**config.mk**
```make
export PLATFORM = sky130hd
export DESIGN_NAME = serial_packet_request_deframer_top
export DESIGN_NICKNAME = d
export VERILOG_FILES = /design/src/hw/rtl/spdf_pkg.sv /design/src/hw/rtl/spdf_front.sv /design/src/hw/rtl/spdf_queue.sv /design/src/hw/rtl/spdf_back.sv /design/src/hw/rtl/serial_packet_request_deframer_top.sv
export VERILOG_INCLUDE_DIRS = /design/src /design/src/hw/rtl
export SDC_FILE = /design/constraint.sdc
export NUM_CORES = 1
export LEC_CHECK = 0
export ABC_AREA = 1
export BUFFER_PORTS_ARGS = -buffer_cell sky130_fd_sc_hd__buf_2
export CAP_MARGIN = 20
export CORE_MARGIN = 2
export CORE_UTILIZATION = 33
export DETAILED_ROUTE_END_ITERATION = 10
export PLACE_DENSITY = 0.55
export RECOVER_POWER = 50
export SYNTH_ARGS = -nofsm -noshare
export SYNTH_HDL_FRONTEND = slang
export SYNTH_HIERARCHICAL = 1
export SYNTH_SLANG_ARGS = --single-unit
```
**constraint.sdc**
```tcl
create_clock -name i_clk -period 5.8 [get_ports i_clk]
set_input_delay 0.58 -clock i_clk [delete_from_list [all_inputs] [get_ports i_clk]]
set_output_delay 0.58 -clock i_clk [all_outputs]
set_load 0.05 [all_outputs]
```
**src/hw/rtl/serial_packet_request_deframer_top_assert.svh**
```systemverilog
// Assertion macros used by the deframer top level.
`ifndef SERIAL_PACKET_REQUEST_DEFRAMER_TOP_ASSERT_SVH
`define SERIAL_PACKET_REQUEST_DEFRAMER_TOP_ASSERT_SVH

// The consequent must hold in the same cycle as the antecedent.
`define SPDF_ASSERT_SAME(label, clk, rst_n, ante, cons, msg) \
    label: assert property (@(posedge clk) disable iff (!rst_n) (ante) |-> (cons)) \
        else $error(msg);

// The consequent must hold in the cycle after the antecedent.
`define SPDF_ASSERT_NEXT(label, clk, rst_n, ante, cons, msg) \
    label: assert property (@(posedge clk) disable iff (!rst_n) (ante) |=> (cons)) \
        else $error(msg);

`endif

```
**src/hw/rtl/spdf_pkg.sv**
```systemverilog
package spdf_pkg;

    localparam logic [7:0] HEADER_BYTE  = 8'd170;
    localparam logic [7:0] REQUEST_BYTE = 8'd85;

    localparam int BUFFER_BYTES_DEF     = 256;
    localparam int STATE_AREA_BYTES_DEF = 6;
    localparam int QUEUE_DEPTH_DEF      = 4;

    typedef enum logic [1:0] {
        ACT_START   = 2'd0,
        ACT_BYTE    = 2'd1,
        ACT_TIMEOUT = 2'd2
    } t_action;

    typedef enum logic [1:0] {
        KIND_TX       = 2'd0,
        KIND_DATA     = 2'd1,
        KIND_FINISHED = 2'd2
    } t_kind;

    typedef enum logic [2:0] {
        ST_OK      = 3'd0,
        ST_HEADER  = 3'd1,
        ST_TRUNC   = 3'd2,
        ST_CORRUPT = 3'd3,
        ST_OFFLINE = 3'd4
    } t_status;

    typedef enum logic [5:0] {
        PH_IDLE   = 6'b000001,
        PH_HEADER = 6'b000010,
        PH_ID     = 6'b000100,
        PH_LEN    = 6'b001000,
        PH_DATA   = 6'b010000,
        PH_SUM    = 6'b100000
    } t_phase;

    // One queued unit of work. A request expands to three transmit results:
    // the request byte, byte_value (the command) and req_id (the last id).
    typedef struct packed {
        logic       is_req;
        t_kind      kind;
        logic [7:0] byte_value;
        logic [7:0] data_index;
        logic       to_state_area;
        t_status    status;
        logic       accepted;
        logic [7:0] frame_length;
        logic [7:0] req_id;
    } t_desc;

endpackage

```
**src/hw/rtl/spdf_front.sv**
```systemverilog
module spdf_front #(
    parameter int BUFFER_BYTES     = spdf_pkg::BUFFER_BYTES_DEF,
    parameter int STATE_AREA_BYTES = spdf_pkg::STATE_AREA_BYTES_DEF
) (
    input  logic            i_clk,
    input  logic            i_rst_n,
    input  logic            i_accept,
    input  logic [1:0]      i_action,
    input  logic [7:0]      i_command,
    input  logic [7:0]      i_rx_byte,
    input  logic            i_cfg_we,
    input  logic [7:0]      i_cfg_data,
    output logic            o_desc_valid,
    output spdf_pkg::t_desc o_desc
);

    spdf_pkg::t_phase  r_phase, n_phase;
    spdf_pkg::t_status r_link, n_link;
    logic [7:0] r_state_cmd;
    logic [7:0] r_cur_cmd, n_cur_cmd;
    logic [7:0] r_frame_id, n_frame_id;
    logic [7:0] r_last_id, n_last_id;
    logic [7:0] r_len, n_len;
    logic [7:0] r_count, n_count;
    logic [7:0] r_sum, n_sum;
    logic       ts;
    logic [8:0] cap;
    logic       emit;
    spdf_pkg::t_desc desc;

    assign ts  = (r_cur_cmd == r_state_cmd);
    assign cap = ts ? 9'(STATE_AREA_BYTES) : 9'(BUFFER_BYTES);

    always_comb begin
        n_phase    = r_phase;
        n_link     = r_link;
        n_cur_cmd  = r_cur_cmd;
        n_frame_id = r_frame_id;
        n_last_id  = r_last_id;
        n_len      = r_len;
        n_count    = r_count;
        n_sum      = r_sum;
        emit       = 1'b0;
        desc       = '0;
        desc.kind          = spdf_pkg::KIND_FINISHED;
        desc.to_state_area = ts;
        case (spdf_pkg::t_action'(i_action))
            spdf_pkg::ACT_START: begin
                emit            = 1'b1;
                desc.is_req     = 1'b1;
                desc.kind       = spdf_pkg::KIND_TX;
                desc.to_state_area = 1'b0;
                desc.byte_value = i_command;
                desc.req_id     = r_last_id;
                n_cur_cmd       = i_command;
                n_phase         = spdf_pkg::PH_HEADER;
            end
            spdf_pkg::ACT_TIMEOUT: begin
                if (r_phase != spdf_pkg::PH_IDLE) begin
                    emit        = 1'b1;
                    desc.status = r_link;
                    desc.frame_length = (r_phase == spdf_pkg::PH_DATA ||
                                         r_phase == spdf_pkg::PH_SUM) ? r_len : 8'd0;
                    n_phase     = spdf_pkg::PH_IDLE;
                end
            end
            spdf_pkg::ACT_BYTE: begin
                case (r_phase)
                    spdf_pkg::PH_HEADER: begin
                        if (i_rx_byte != spdf_pkg::HEADER_BYTE) begin
                            emit        = 1'b1;
                            desc.status = spdf_pkg::ST_HEADER;
                            n_link      = spdf_pkg::ST_HEADER;
                            n_phase     = spdf_pkg::PH_IDLE;
                        end else begin
                            n_link  = spdf_pkg::ST_TRUNC;
                            n_phase = spdf_pkg::PH_ID;
                        end
                    end
                    spdf_pkg::PH_ID: begin
                        n_frame_id = i_rx_byte;
                        n_sum      = i_rx_byte;
                        n_phase    = spdf_pkg::PH_LEN;
                    end
                    spdf_pkg::PH_LEN: begin
                        n_len   = i_rx_byte;
                        n_count = 8'd0;
                        n_phase = (i_rx_byte == 8'd0) ? spdf_pkg::PH_SUM : spdf_pkg::PH_DATA;
                    end
                    spdf_pkg::PH_DATA: begin
                        n_sum   = r_sum + i_rx_byte;
                        n_count = r_count + 8'd1;
                        if (n_count == r_len) begin
                            n_phase = spdf_pkg::PH_SUM;
                        end
                        // Bytes past the end of the target store still count.
                        if ({1'b0, r_count} < cap) begin
                            emit            = 1'b1;
                            desc.kind       = spdf_pkg::KIND_DATA;
                            desc.byte_value = i_rx_byte;
                            desc.data_index = r_count;
                        end
                    end
                    spdf_pkg::PH_SUM: begin
                        emit              = 1'b1;
                        desc.frame_length = r_len;
                        n_phase           = spdf_pkg::PH_IDLE;
                        if (i_rx_byte != r_sum) begin
                            desc.status = spdf_pkg::ST_CORRUPT;
                        end else begin
                            desc.status = spdf_pkg::ST_OK;
                            if (ts) begin
                                desc.accepted = 1'b1;
                            end else if (r_frame_id != r_last_id) begin
                                desc.accepted = 1'b1;
                                n_last_id     = r_frame_id;
                            end
                        end
                        n_link = desc.status;
                    end
                    default: begin
                    end
                endcase
            end
            default: begin
            end
        endcase
    end

    assign o_desc_valid = i_accept && emit;
    assign o_desc       = desc;

    always_ff @(posedge i_clk) begin
        if (!i_rst_n) begin
            r_state_cmd <= 8'd0;
        end else if (i_cfg_we) begin
            r_state_cmd <= i_cfg_data;
        end
    end

    always_ff @(posedge i_clk) begin
        if (!i_rst_n) begin
            r_phase    <= spdf_pkg::PH_IDLE;
            r_link     <= spdf_pkg::ST_OFFLINE;
            r_cur_cmd  <= 8'd0;
            r_frame_id <= 8'd0;
            r_last_id  <= 8'd0;
            r_len      <= 8'd0;
            r_count    <= 8'd0;
            r_sum      <= 8'd0;
        end else if (i_accept) begin
            r_phase    <= n_phase;
            r_link     <= n_link;
            r_cur_cmd  <= n_cur_cmd;
            r_frame_id <= n_frame_id;
            r_last_id  <= n_last_id;
            r_len      <= n_len;
            r_count    <= n_count;
            r_sum      <= n_sum;
        end
    end

endmodule

```
**src/hw/rtl/spdf_queue.sv**
```systemverilog
module spdf_queue #(
    parameter int DEPTH = spdf_pkg::QUEUE_DEPTH_DEF
) (
    input  logic            i_clk,
    input  logic            i_rst_n,
    input  logic            i_wr,
    input  spdf_pkg::t_desc i_wr_desc,
    input  logic            i_rd,
    output logic            o_full,
    output logic            o_valid,
    output spdf_pkg::t_desc o_rd_desc
);

    localparam int PTR_W = (DEPTH > 1) ? $clog2(DEPTH) : 1;
    localparam int CNT_W = $clog2(DEPTH + 1);

    spdf_pkg::t_desc r_mem [DEPTH];
    logic [PTR_W-1:0] r_wr_ptr, r_rd_ptr;
    logic [CNT_W-1:0] r_count;
    logic             do_wr, do_rd;

    assign o_full    = (r_count == CNT_W'(DEPTH));
    assign o_valid   = (r_count != '0);
    assign o_rd_desc = r_mem[r_rd_ptr];
    assign do_wr     = i_wr && !o_full;
    assign do_rd     = i_rd && o_valid;

    always_ff @(posedge i_clk) begin
        if (do_wr) begin
            r_mem[r_wr_ptr] <= i_wr_desc;
        end
    end

    always_ff @(posedge i_clk) begin
        if (!i_rst_n) begin
            r_wr_ptr <= '0;
            r_rd_ptr <= '0;
            r_count  <= '0;
        end else begin
            if (do_wr) begin
                r_wr_ptr <= (r_wr_ptr == PTR_W'(DEPTH - 1)) ? '0 : r_wr_ptr + 1'b1;
            end
            if (do_rd) begin
                r_rd_ptr <= (r_rd_ptr == PTR_W'(DEPTH - 1)) ? '0 : r_rd_ptr + 1'b1;
            end
            if (do_wr && !do_rd) begin
                r_count <= r_count + 1'b1;
            end else if (do_rd && !do_wr) begin
                r_count <= r_count - 1'b1;
            end
        end
    end

endmodule

```
**src/hw/rtl/spdf_back.sv**
```systemverilog
module spdf_back (
    input  logic            i_clk,
    input  logic            i_rst_n,
    input  logic            i_q_valid,
    input  spdf_pkg::t_desc i_q_desc,
    output logic            o_q_rd,
    input  logic            i_pop,
    output logic            o_empty,
    output logic [1:0]      o_kind,
    output logic [7:0]      o_byte_value,
    output logic [7:0]      o_data_index,
    output logic            o_to_state_area,
    output logic [2:0]      o_status,
    output logic            o_accepted,
    output logic [7:0]      o_frame_length,
    output logic            o_last
);

    logic       r_valid;
    logic [1:0] r_step;
    logic       load;
    logic       req_done;
    logic [7:0] tx_byte;

    assign load     = i_q_valid && (!r_valid || i_pop);
    assign req_done = (r_step == 2'd2);
    assign o_q_rd   = load && (!i_q_desc.is_req || req_done);
    assign o_empty  = !r_valid;

    always_comb begin
        case (r_step)
            2'd0:    tx_byte = spdf_pkg::REQUEST_BYTE;
            2'd1:    tx_byte = i_q_desc.byte_value;
            default: tx_byte = i_q_desc.req_id;
        endcase
    end

    always_ff @(posedge i_clk) begin
        if (!i_rst_n) begin
            r_valid <= 1'b0;
            r_step  <= 2'd0;
        end else begin
            if (load) begin
                r_valid <= 1'b1;
            end else if (i_pop) begin
                r_valid <= 1'b0;
            end
            if (load && i_q_desc.is_req) begin
                r_step <= req_done ? 2'd0 : r_step + 2'd1;
            end
        end
    end

    always_ff @(posedge i_clk) begin
        if (load) begin
            o_kind          <= i_q_desc.kind;
            o_byte_value    <= i_q_desc.is_req ? tx_byte : i_q_desc.byte_value;
            o_data_index    <= i_q_desc.data_index;
            o_to_state_area <= i_q_desc.to_state_area;
            o_status        <= i_q_desc.status;
            o_accepted      <= i_q_desc.accepted;
            o_frame_length  <= i_q_desc.frame_length;
            o_last          <= !i_q_desc.is_req || req_done;
        end
    end

endmodule

```
**src/hw/rtl/serial_packet_request_deframer_top.sv**
```systemverilog
// Serial packet request deframer.
// Input channel: an item (action, command, rx_byte) transfers at a rising edge with push high
// and full low. A start item yields three transmit bytes (85, the command, the last accepted
// id); received bytes are parsed as a frame (header 170, id, length, data, sum) and yield
// payload results and a finished result; a timeout ends an open frame with the current status.
// Result channel: while empty is low the oldest result is on the o_ ports; it transfers at a
// rising edge with pop high and empty low. o_last marks the final result of an input item.
// Configuration: i_cfg_we writes i_cfg_data as the state-area command code; the user must write it only while
// idle, as the block does not enforce this. A result passes from the parser through the queue into the output
// register. The block takes one input item per cycle while full is low; the output register drains one result
// per cycle while pop is high, and a start item's three bytes leave it one after another.
// A four-entry queue between the parser and the output stage absorbs result bursts; when the
// receiver stalls the queue fills and full rises, holding off new items without losing any.
// Reset (synchronous, active low) empties the queue and output stage, returns the parser to
// idle with the link status offline, and clears the last id and the configuration register.
module serial_packet_request_deframer_top #(
    parameter int BUFFER_BYTES     = spdf_pkg::BUFFER_BYTES_DEF,
    parameter int STATE_AREA_BYTES = spdf_pkg::STATE_AREA_BYTES_DEF,
    parameter int QUEUE_DEPTH      = spdf_pkg::QUEUE_DEPTH_DEF
) (
    input  logic       i_clk,
    input  logic       i_rst_n,
    input  logic       push,
    output logic       full,
    input  logic [1:0] i_action,
    input  logic [7:0] i_command,
    input  logic [7:0] i_rx_byte,
    input  logic       i_cfg_we,
    input  logic [7:0] i_cfg_data,
    output logic       empty,
    input  logic       pop,
    output logic [1:0] o_kind,
    output logic [7:0] o_byte_value,
    output logic [7:0] o_data_index,
    output logic       o_to_state_area,
    output logic [2:0] o_status,
    output logic       o_accepted,
    output logic [7:0] o_frame_length,
    output logic       o_last
);

`include "serial_packet_request_deframer_top_assert.svh"

    logic            in_xfer;
    logic            desc_valid;
    spdf_pkg::t_desc desc;
    logic            q_valid;
    logic            q_rd;
    spdf_pkg::t_desc q_desc;

    // The parser advances on every transfer; the queue has room whenever full is low.
    assign in_xfer = push && !full;

    spdf_front #(
        .BUFFER_BYTES     (BUFFER_BYTES),
        .STATE_AREA_BYTES (STATE_AREA_BYTES)
    ) u_front (
        .i_clk        (i_clk),
        .i_rst_n      (i_rst_n),
        .i_accept     (in_xfer),
        .i_action     (i_action),
        .i_command    (i_command),
        .i_rx_byte    (i_rx_byte),
        .i_cfg_we     (i_cfg_we),
        .i_cfg_data   (i_cfg_data),
        .o_desc_valid (desc_valid),
        .o_desc       (desc)
    );

    spdf_queue #(
        .DEPTH (QUEUE_DEPTH)
    ) u_queue (
        .i_clk     (i_clk),
        .i_rst_n   (i_rst_n),
        .i_wr      (desc_valid),
        .i_wr_desc (desc),
        .i_rd      (q_rd),
        .o_full    (full),
        .o_valid   (q_valid),
        .o_rd_desc (q_desc)
    );

    spdf_back u_back (
        .i_clk           (i_clk),
        .i_rst_n         (i_rst_n),
        .i_q_valid       (q_valid),
        .i_q_desc        (q_desc),
        .o_q_rd          (q_rd),
        .i_pop           (pop),
        .o_empty         (empty),
        .o_kind          (o_kind),
        .o_byte_value    (o_byte_value),
        .o_data_index    (o_data_index),
        .o_to_state_area (o_to_state_area),
        .o_status        (o_status),
        .o_accepted      (o_accepted),
        .o_frame_length  (o_frame_length),
        .o_last          (o_last)
    );

    // Queued work must reach the output stage by the next cycle.
    `SPDF_ASSERT_NEXT(a_queue_drains, i_clk, i_rst_n, q_valid && empty, !empty, "queued result not loaded")

    // Only a frame with a good checksum can be accepted.
    `SPDF_ASSERT_SAME(a_accept_ok, i_clk, i_rst_n, !empty && o_accepted, o_status == spdf_pkg::ST_OK && o_kind == spdf_pkg::KIND_FINISHED, "accepted frame without ok status")

    // Only the first two bytes of a request are followed by more results of the same item.
    `SPDF_ASSERT_SAME(a_last_mark, i_clk, i_rst_n, !empty && !o_last, o_kind == spdf_pkg::KIND_TX, "non-last result is not a transmit byte")

endmodule

```
==> results of run 1 <==
kinds of logic after synthesis:
logic type,count (synthesis),share of synthesized area
AOI/OAI and AO/OA,239,0.110
xor gates and xnor gates,19,0.0141
adders and majority gates,21,0.0236
buffers and inverters,144,0.0645
DFF,269,0.620
and+or+nand+nor,460,0.167
how the worst min path moves through the flow:
stage	start	end	cells past startpoint
after floorplan	u_front/r_state_cmd[0]$_SDFFE_PN0P_	u_front/r_state_cmd[0]$_SDFFE_PN0P_	2
after global placement	u_front/r_sum[3]$_SDFFE_PN0P_	u_front/r_sum[3]$_SDFFE_PN0P_	2
after detailed placement	u_front/r_sum[3]$_SDFFE_PN0P_	u_front/r_sum[3]$_SDFFE_PN0P_	2
after CTS	i_cfg_data[1]	u_front/r_state_cmd[1]$_SDFFE_PN0P_	3
after global routing	i_cfg_data[5]	u_front/r_state_cmd[5]$_SDFFE_PN0P_	3
final	i_cfg_data[1]	u_front/r_state_cmd[1]$_SDFFE_PN0P_	3
cell usage after synthesis, drive strengths merged, types with 8 or more instances:
master  count  area (um^2)
buf        35          338
xnor2      11         96.3
a21oi      53          265
clkbuf      8         30.0
dfxtp      77         1540
nor3       13         87.6
o21ai     134          678
inv        98          380
nand3      51          270
ha         19          238
o22ai      41          257
xor2        8         70.1
nor2      213          845
nand4      11         68.8
edfxtp    192         5770
nand2     160          613
critical path, cell delays in order (launching register included):
cell and delay (ns):
dfxtp_1 0.29, inv_1 0.07, or2_0 0.11, nand3_1 0.08
nor2_1 0.31, nand3_1 0.22, ha_1 0.33, nand2_1 0.07
nand3_1 0.06, nor3_1 0.13, nand3_1 0.10, nand4_1 0.14
nand2_1 0.08, nand2_1 0.08, nand2_1 0.06, a21oi_1 0.33
nand2_1 0.33, nor2_4 0.71, buf_4 0.41
layout make-up:
cell class	instances	area, um^2
Fill cell	3565	22100
Sequential cell	269	7310
Multi-Input combinational cell	739	3710
Clock buffer	37	777
Tap cell	461	577
Inverter	101	392
Timing Repair Buffer	76	355
Clock inverter	17	166
report_power, final:
group	internal (W)	switching [W]	leakage [nW]
registers	0.00238	0.0000735	2.41
logic	0.000334	0.00124	2.06
clock network	0.00108	0.000744	0.462
total	0.00379	0.00206	4.94
sequential cells by signal, summed over array words and instances, names as in the netlist, 2 cells and up, named ones only:
| signal | count |
|---|---|
| u_queue/r_mem | 160 |
| u_back/o_byte_value | 8 |
| u_back/o_data_index | 8 |
| u_back/o_frame_length | 8 |
| u_front/r_count | 8 |
| u_front/r_cur_cmd | 8 |
| u_front/r_frame_id | 8 |
| u_front/r_last_id | 8 |
| u_front/r_len | 8 |
| u_front/r_state_cmd | 8 |
| u_front/r_sum | 8 |
| u_front/r_phase | 6 |
| u_back/o_status | 3 |
| u_front/r_link | 3 |
| u_queue/r_count | 3 |
| u_back/o_kind | 2 |
| u_back/r_step | 2 |
| u_queue/r_rd_ptr | 2 |
| u_queue/r_wr_ptr | 2 |
routing by layer:
metal  vias up  GRT usage
met5         -          0
met4         0     0.0353
met3        34     0.0207
met2       189      0.244
li1       4085          -
met1      3880      0.215
per-stage QoR:
stage	util	setup WS (ns)	cells	hold slack, ns
after floorplan	-	1.51	1152	0.446
after global placement	0.351	1.63	1646	0.461
after detailed placement	0.351	1.53	1646	0.469
after CTS	0.378	1.50	1700	0.235
after global routing	0.375	1.19	1700	0.250
final	0.375	1.53	1700	0.254
==> flow_summary.yaml, run 1 <==
global_routing:
  grt_pass1_vias: 7801
  grt_usage: 0.151
  antenna_found_initial: 0
  grt_max_degree: 81
  grt_overflow: 0
  grt_pass1_wl_mm: 43.7
place:
  place.gp.congestion: 0.833
  portBuffers: 64
  placed_cell_area_um2: 12400
  dp_hpwl_mm: 18.6
synthesis:
  async_flop_share: 0
  synth_fp_nets: 1204
  synth_edf_count: 192
  ys_seq_elements: 269
  yosysWarningCount: 6
  syn_avg_cell_area_um2: 10.2
  synth.distinct_cells: 43
  seq_area_frac_synth: 0.620
  synthFlopType: "edfxtp_1"
  syn_inst: 1152
  synth_area_um2: 11800
timing:
  fmax_mhz: 234
  fin_crit_sh: 0.736
  tightest_slew_ns: 2.53
  finalClockSkew_ns: 0.0201
  finalSetupViolCount: 0
  fin_crit_ns: 4.27
  finalSetupTns_ns: 0
  hold_viol: 0
  rsz0062_at_grt: "no"
  slew_violations: 98
  slew_headroom: -0.685
power_and_ir_drop:
  p_leak_nw: 4.94
  ir_worst_vdd_v: 0.000325
  p_per_area_nw_per_um2: 440
  power_w: 0.00585
routing:
  first_pass_iters: 6
  drc_errors: 0
  wl_met1_mm: 13.1
  top_layer_used: "met4"
  wl_mm: 27.9
  vias_per_cell: 4.82
  vias: 8188
  antenna_left: 0
  met3_length_mm: 1.39
  drtIter0Drc: 555
  wl_met2_mm: 13.0
  wire_per_inst_um: 16.4
final_layout:
  drive_above_1_share: 0.0896
  mostFrequentLayoutCells: "nor2_1 (201), edfxtp_1 (192), nand2_1 (156)"
  antenna_cells: 0
  final_common_cell: "nor2_1"
  final_nets: 1269
  design_area_um2: 13300
  area_growth_pct: 12.8
clock_network:
  cts_buffers: 30
  cts_tree: "yes"
  clk_path_buf_depth: 3
  clk_pin_slew_ns: 0.06
  clock_latency_ns: 0.55
  postCtsHoldBufs: 0
  htreeDepth: 1
  ctsResizeCount: 0
  cts-root-buf: "clkbuf_16"
  cts.sinks: 269
  cts_setup_buffers: 0
setup_path:
  reg2reg_depth: 18
  worstSetupStartpoint: "u_front/r_state_cmd[0]$_SDFFE_PN0P_"
  worstSetupEndpointType: "flip-flop"
  critPathCapture: "u_queue/r_mem[2][11]$_DFFE_PP_"
  worstPathRequired_ns: 6.01
  crit_fanout: 22
  cp.arrival_ns: 4.48
  worstSetupPathType: "flip-flop to flip-flop"
  reg2reg_from: "u_front/r_state_cmd[0]$_SDFFE_PN0P_"
  startpoint_type: "flip-flop"
  timing.rr.end: "u_queue/r_mem[2][11]$_DFFE_PP_"
  rrSetupSlack_ns: 1.53
die:
  io_pins: 65
  initial_core_util: 0.333
  rows: 69
  dieWidth_um: 193
  die_h_um: 193
  die-area_um2: 37200
  core-area_um2: 35400
status:
  outcome: "finished with violations"
  violations: "capacitance limit, slew limit"
hold_path:
  hp-class: "input port to flip-flop"
run:
  cap_violations: 2
No activity file was read; power rests on OpenSTA's default activity.
==> run 2, diff against run 1 <==
==> constraint.sdc (replaced) <==
create_clock -name i_clk -period 4.29 [get_ports i_clk]
set_input_delay 0.429 -clock i_clk [delete_from_list [all_inputs] [get_ports i_clk]]
set_output_delay 0.429 -clock i_clk [all_outputs]
set_load 0.05 [all_outputs]
==> flow_summary.yaml, run 2 (synthesized netlist as in run 1, its figures left out) <==
timing:
  hold_viol: 0
  tightest_slew_ns: 2.05
  slew_headroom: -0.367
  finalClockSkew_ns: 0.0145
  rsz0062_at_grt: "no"
  finalSetupTns_ns: 0
  finalSetupViolCount: 0
  fin_crit_sh: 0.866
  fmax_mhz: 269
  fin_crit_ns: 3.72
  slew_violations: 163
setup_path:
  reg2reg_from: "u_front/r_state_cmd[1]$_SDFFE_PN0P_"
  critPathSlowestCell: "fa_1"
  worstSetupStartpoint: "u_front/r_state_cmd[1]$_SDFFE_PN0P_"
  crit_fanout: 5
  startpoint_type: "flip-flop"
  worstSetupPathType: "flip-flop to flip-flop"
  cp_common_cell: "nand2_1"
  worstSetupEndpointType: "flip-flop"
  worstPathRequired_ns: 4.72
  max_stage_delay_ns: 0.38
  cp.arrival_ns: 4.15
die:
  initial_core_util: 0.333
  dieWidth_um: 193
  core-area_um2: 35400
  die_h_um: 193
  io_pins: 65
  rows: 69
  die-area_um2: 37200
final_layout:
  final_common_cell: "nor2_1"
  largest_register_ffs: 160
  area_growth_pct: 12.6
  mostFrequentLayoutCells: "nor2_1 (201), edfxtp_1 (192), nand2_1 (155)"
  design_area_um2: 13300
  post-route-util: 0.375
  drive_above_1_share: 0.0880
  fin_cells: 1700
  antenna_cells: 0
  fillers: 3591
  final_nets: 1269
  largest_register: "u_queue/r_mem"
hold_path:
  hp-class: "input port to flip-flop"
  worstHoldStart: "i_cfg_data[4]"
global_routing:
  grt_usage: 0.152
  grt_pass1_vias: 7791
  grt_pass1_wl_mm: 43.9
  grt_overflow: 0
  antenna_found_initial: 0
  grt_max_degree: 79
routing:
  first_pass_iters: 5
  antenna_left: 0
  wire_per_inst_um: 16.6
  drc_errors: 0
  wl_mm: 28.2
  drtIter0Drc: 598
  vias_per_cell: 4.84
  vias: 8221
place:
  placed_cell_area_um2: 12500
  dp_hpwl_mm: 18.9
  portBuffers: 64
  place_inst: 1647
  place.gp.congestion: 0.826
status:
  violations: "capacitance limit, slew limit"
  outcome: "finished with violations"
clock_network:
  clk_path_buf_depth: 3
  clock_latency_ns: 0.55
  htreeDepth: 1
  cts_tree: "yes"
  postCtsHoldBufs: 0
  cts_buffers: 29
  cts_setup_buffers: 0
  ctsResizeCount: 0
  clk_pin_slew_ns: 0.06
  cts-root-buf: "clkbuf_16"
  cts.sinks: 269
power_and_ir_drop:
  seqPwrFrac: 0.428
  ir_worst_vdd_v: 0.000304
  p_sw_frac: 0.358
  power_w: 0.00783
  p_leak_nw: 4.90
  p_sw_w: 0.00280
  p_per_area_nw_per_um2: 591
  power_frac_comb: 0.273
  p_int_w: 0.00503
  power_frac_clock: 0.298
run:
  cap_violations: 3
## run 2: cell count changes in the layout (fill, tap and decap cells not counted), moves of 2 or more
cell	previous run	this run
bufinv_16	3	1
o21ai_0	109	96
clkbuf_1	45	52
o21ai_1	23	37
buf_12	0	3
buf_4	9	5
clkinv_1	11	6
clkbuf_8	0	2
## run 2: routing by layer
metal / vias up / GRT usage / wire [um]
met2: 189 / 0.246 / 13000
li1: 4093 / - / -
met1: 3899 / 0.213 / 13100
met4: 0 / 0.0428 / 622
met3: 40 / 0.0229 / 1530
met5: - / 0 / 0
## run 2: path summary, 6_finish.rpt
check	to	slack (ns)	depth (start not counted)
worst max-delay path	u_queue/r_count[2]$_SDFFE_PN0P_	0.57	25
worst min-delay path	u_front/r_state_cmd[4]$_SDFFE_PN0P_	0.11	3
worst max register to register	u_queue/r_count[2]$_SDFFE_PN0P_	0.57	25
worst min register to register	u_front/r_state_cmd[0]$_SDFFE_PN0P_	0.48	2
## run 2: metrics by stage
step           hold WS [ns]  worst slack [ns]
2_1_floorplan         0.446          -0.00131
3_3_place_gp          0.461             0.690
3_5_place_dp          0.466             0.587
4_1_cts              0.0914             0.573
5_1_grt               0.114            0.0795
6_report              0.113             0.573
## run 2: cell type report
class                   instances  area, um^2  share of cell area
well taps                     461         577              0.0435
clock inverters                10        82.6             0.00623
multi-input cells             739        3710               0.280
clock buffers                  43         798              0.0602
repair buffers                 77         393              0.0296
flip-flops and latches        269        7310               0.551
inverters                     101         392              0.0295
## run 2: power groups by stage
stage / registers, W / clock network (W) / logic [W]
2_1_floorplan: 0.00393 / 0 / 0.00120
3_3_place_gp: 0.00339 / 0 / 0.00222
3_5_place_dp: 0.00340 / 0 / 0.00224
4_1_cts: 0.00334 / 0.00239 / 0.00224
5_1_grt: 0.00339 / 0.00251 / 0.00236
6_report: 0.00335 / 0.00234 / 0.00214
## run 2: worst max-delay path: cells and delay by family, from the launching register on
kind,cells,cell delay [ns]
buffers and inverters,4,0.26
adder cells (fa/ha/maj),3,0.86
flip-flops,1,0.34
XOR/XNOR,1,0.12
AND/OR/NAND/NOR,16,1.71
AO/OA/AOI/OAI,1,0.31
==> run 3, diff against run 2 <==
==> constraint.sdc (replaced) <==
create_clock -name i_clk -period 3.7 [get_ports i_clk]
set_input_delay 0.37 -clock i_clk [delete_from_list [all_inputs] [get_ports i_clk]]
set_output_delay 0.37 -clock i_clk [all_outputs]
set_load 0.05 [all_outputs]
==> flow_summary.yaml, run 3 (synthesized netlist as in run 1, its figures left out) <==
clock_network:
  cts_tree: "yes"
  clk_pin_slew_ns: 0.06
  cts_buffers: 30
  cts_setup_buffers: 0
  htreeDepth: 1
  clock_latency_ns: 0.55
  clk_path_buf_depth: 3
  cts.sinks: 269
  ctsResizeCount: 0
  postCtsHoldBufs: 0
  cts-root-buf: "clkbuf_16"
setup_path:
  crit_fanout: 14
  reg2reg_depth: 17
  cp.arrival_ns: 3.70
  startpoint_type: "flip-flop"
  worstSetupPathType: "flip-flop to flip-flop"
  worstPathRequired_ns: 4.14
  timing.rr.end: "u_queue/r_count[1]$_SDFFE_PN0P_"
  worstSetupEndpointType: "flip-flop"
  reg2reg_from: "u_front/r_phase[1]$_SDFFE_PN0P_"
  rrSetupSlack_ns: 0.44
final_layout:
  largest_register_ffs: 160
  area_growth_pct: 14.7
  final_nets: 1280
  fillers: 3530
  antenna_cells: 0
  drive_above_1_share: 0.105
  design_area_um2: 13500
  mostFrequentLayoutCells: "nor2_1 (201), edfxtp_1 (192), nand2_1 (155)"
  largest_register: "u_queue/r_mem"
  final_common_cell: "nor2_1"
timing:
  finalClockSkew_ns: 0.0118
  finalSetupViolCount: 0
  rsz0062_at_grt: "no"
  fmax_mhz: 307
  hold_viol: 0
  fin_crit_ns: 3.26
  fin_crit_sh: 0.881
  slew_violations: 154
  finalSetupTns_ns: 0
  tightest_slew_ns: 1.84
  slew_headroom: -0.229
routing:
  vias: 8332
  antenna_left: 0
  vias_per_cell: 4.86
  wl_mm: 28.4
  drc_errors: 0
  drtIter0Drc: 686
  first_pass_iters: 7
  wire_per_inst_um: 16.6
die:
  die_h_um: 193
  initial_core_util: 0.333
  die-area_um2: 37200
  io_pins: 65
  rows: 69
  dieWidth_um: 193
  core-area_um2: 35400
hold_path:
  whs_path_depth: 3
  whs_endpoint: "u_front/r_state_cmd[5]$_SDFFE_PN0P_"
  hp-class: "input port to flip-flop"
  worstHoldStart: "i_cfg_data[5]"
power_and_ir_drop:
  ir_worst_vdd_v: 0.000414
  p_per_area_nw_per_um2: 698
  p_leak_nw: 5.04
global_routing:
  grt_pass1_wl_mm: 44.2
  grt_overflow: 0
  antenna_found_initial: 0
  grt_max_degree: 77
  grt_pass1_vias: 7980
  grt_usage: 0.153
place:
  dp_hpwl_mm: 18.9
  place.gp.congestion: 0.838
  portBuffers: 64
  placed_cell_area_um2: 12600
status:
  violations: "capacitance limit, slew limit"
  outcome: "finished with violations"
run:
  cap_violations: 3
==> run 3: changes by cell type in the layout (fill, tap and decap cells not counted), sizes merged <==
cell and change:
inv +1, clkinv +4, clkinvlp +1, clkbuf -2
bufinv +2, buf +7
==> run 3: layout make-up <==
type / count / area (um^2) / share of cell area
Clock inverter: 18 / 188 / 0.0139
Multi-Input combinational cell: 739 / 3720 / 0.275
Sequential cell: 269 / 7310 / 0.541
Inverter: 101 / 392 / 0.0290
Timing Repair Buffer: 87 / 470 / 0.0348
Clock buffer: 38 / 856 / 0.0634
Tap cell: 461 / 577 / 0.0427
==> run 3: power breakdown <==
part,switching (W),internal (W),total [W]
sequential,0.000149,0.00373,0.00388
clock,0.00122,0.00185,0.00307
combinational,0.00194,0.000552,0.00249
==> run 3: routing by layer <==
layer,up-vias,share of wire,GRT usage
met5,-,0,0
met4,0,0.017,0.0376
met3,36,0.057,0.0240
met2,211,0.47,0.254
met1,3967,0.45,0.210
li1,4118,-,-
==> run 3: worst max-delay path by stage <==
stage	from	slack, ns	to	depth (start not counted)
finish	u_front/r_phase[1]$_SDFFE_PN0P_	0.44	u_queue/r_count[1]$_SDFFE_PN0P_	17
global route	u_front/r_cur_cmd[5]$_SDFFE_PN0P_	0.08	u_queue/r_count[2]$_SDFFE_PN0P_	24
CTS	u_front/r_cur_cmd[1]$_SDFFE_PN0P_	0.45	u_queue/r_count[2]$_SDFFE_PN0P_	25
detailed placement	u_front/r_cur_cmd[1]$_SDFFE_PN0P_	0.47	u_queue/r_count[2]$_SDFFE_PN0P_	25
global placement	u_front/r_cur_cmd[1]$_SDFFE_PN0P_	0.52	u_queue/r_count[2]$_SDFFE_PN0P_	25
floorplan	u_front/r_cur_cmd[1]$_SDFFE_PN0P_	-0.59	u_queue/r_mem[0][0]$_DFFE_PP_	16
==> run 3: critical path: stages (launching register included) <==
cell and delay (ns):
dfxtp_1 0.38, nor2_1 0.08, inv_1 0.06, nor2_1 0.05, nand3_2 0.05, clkbuf_1 0.58, clkinv_1 0.52, nand2_1 0.18
nand2_1 0.06, nand2_1 0.06, a21oi_1 0.07, nand2_1 0.09, inv_1 0.05, ha_1 0.20, inv_1 0.09, fa_1 0.40
o21ai_0 0.16, nor2_1 0.05
==> run 3: stage by stage <==
step	cells	total power [W]	setup WS, ns	hold WS [ns]	util
2_1_floorplan	1152	0.00595	-0.591	0.446	-
3_3_place_gp	1657	0.00652	0.519	0.461	0.355
3_5_place_dp	1657	0.00655	0.466	0.464	0.355
4_1_cts	1713	0.00964	0.449	0.0234	0.384
5_1_grt	1713	0.00995	0.0810	0.0509	0.382
6_report	1713	0.00944	0.440	0.0424	0.382
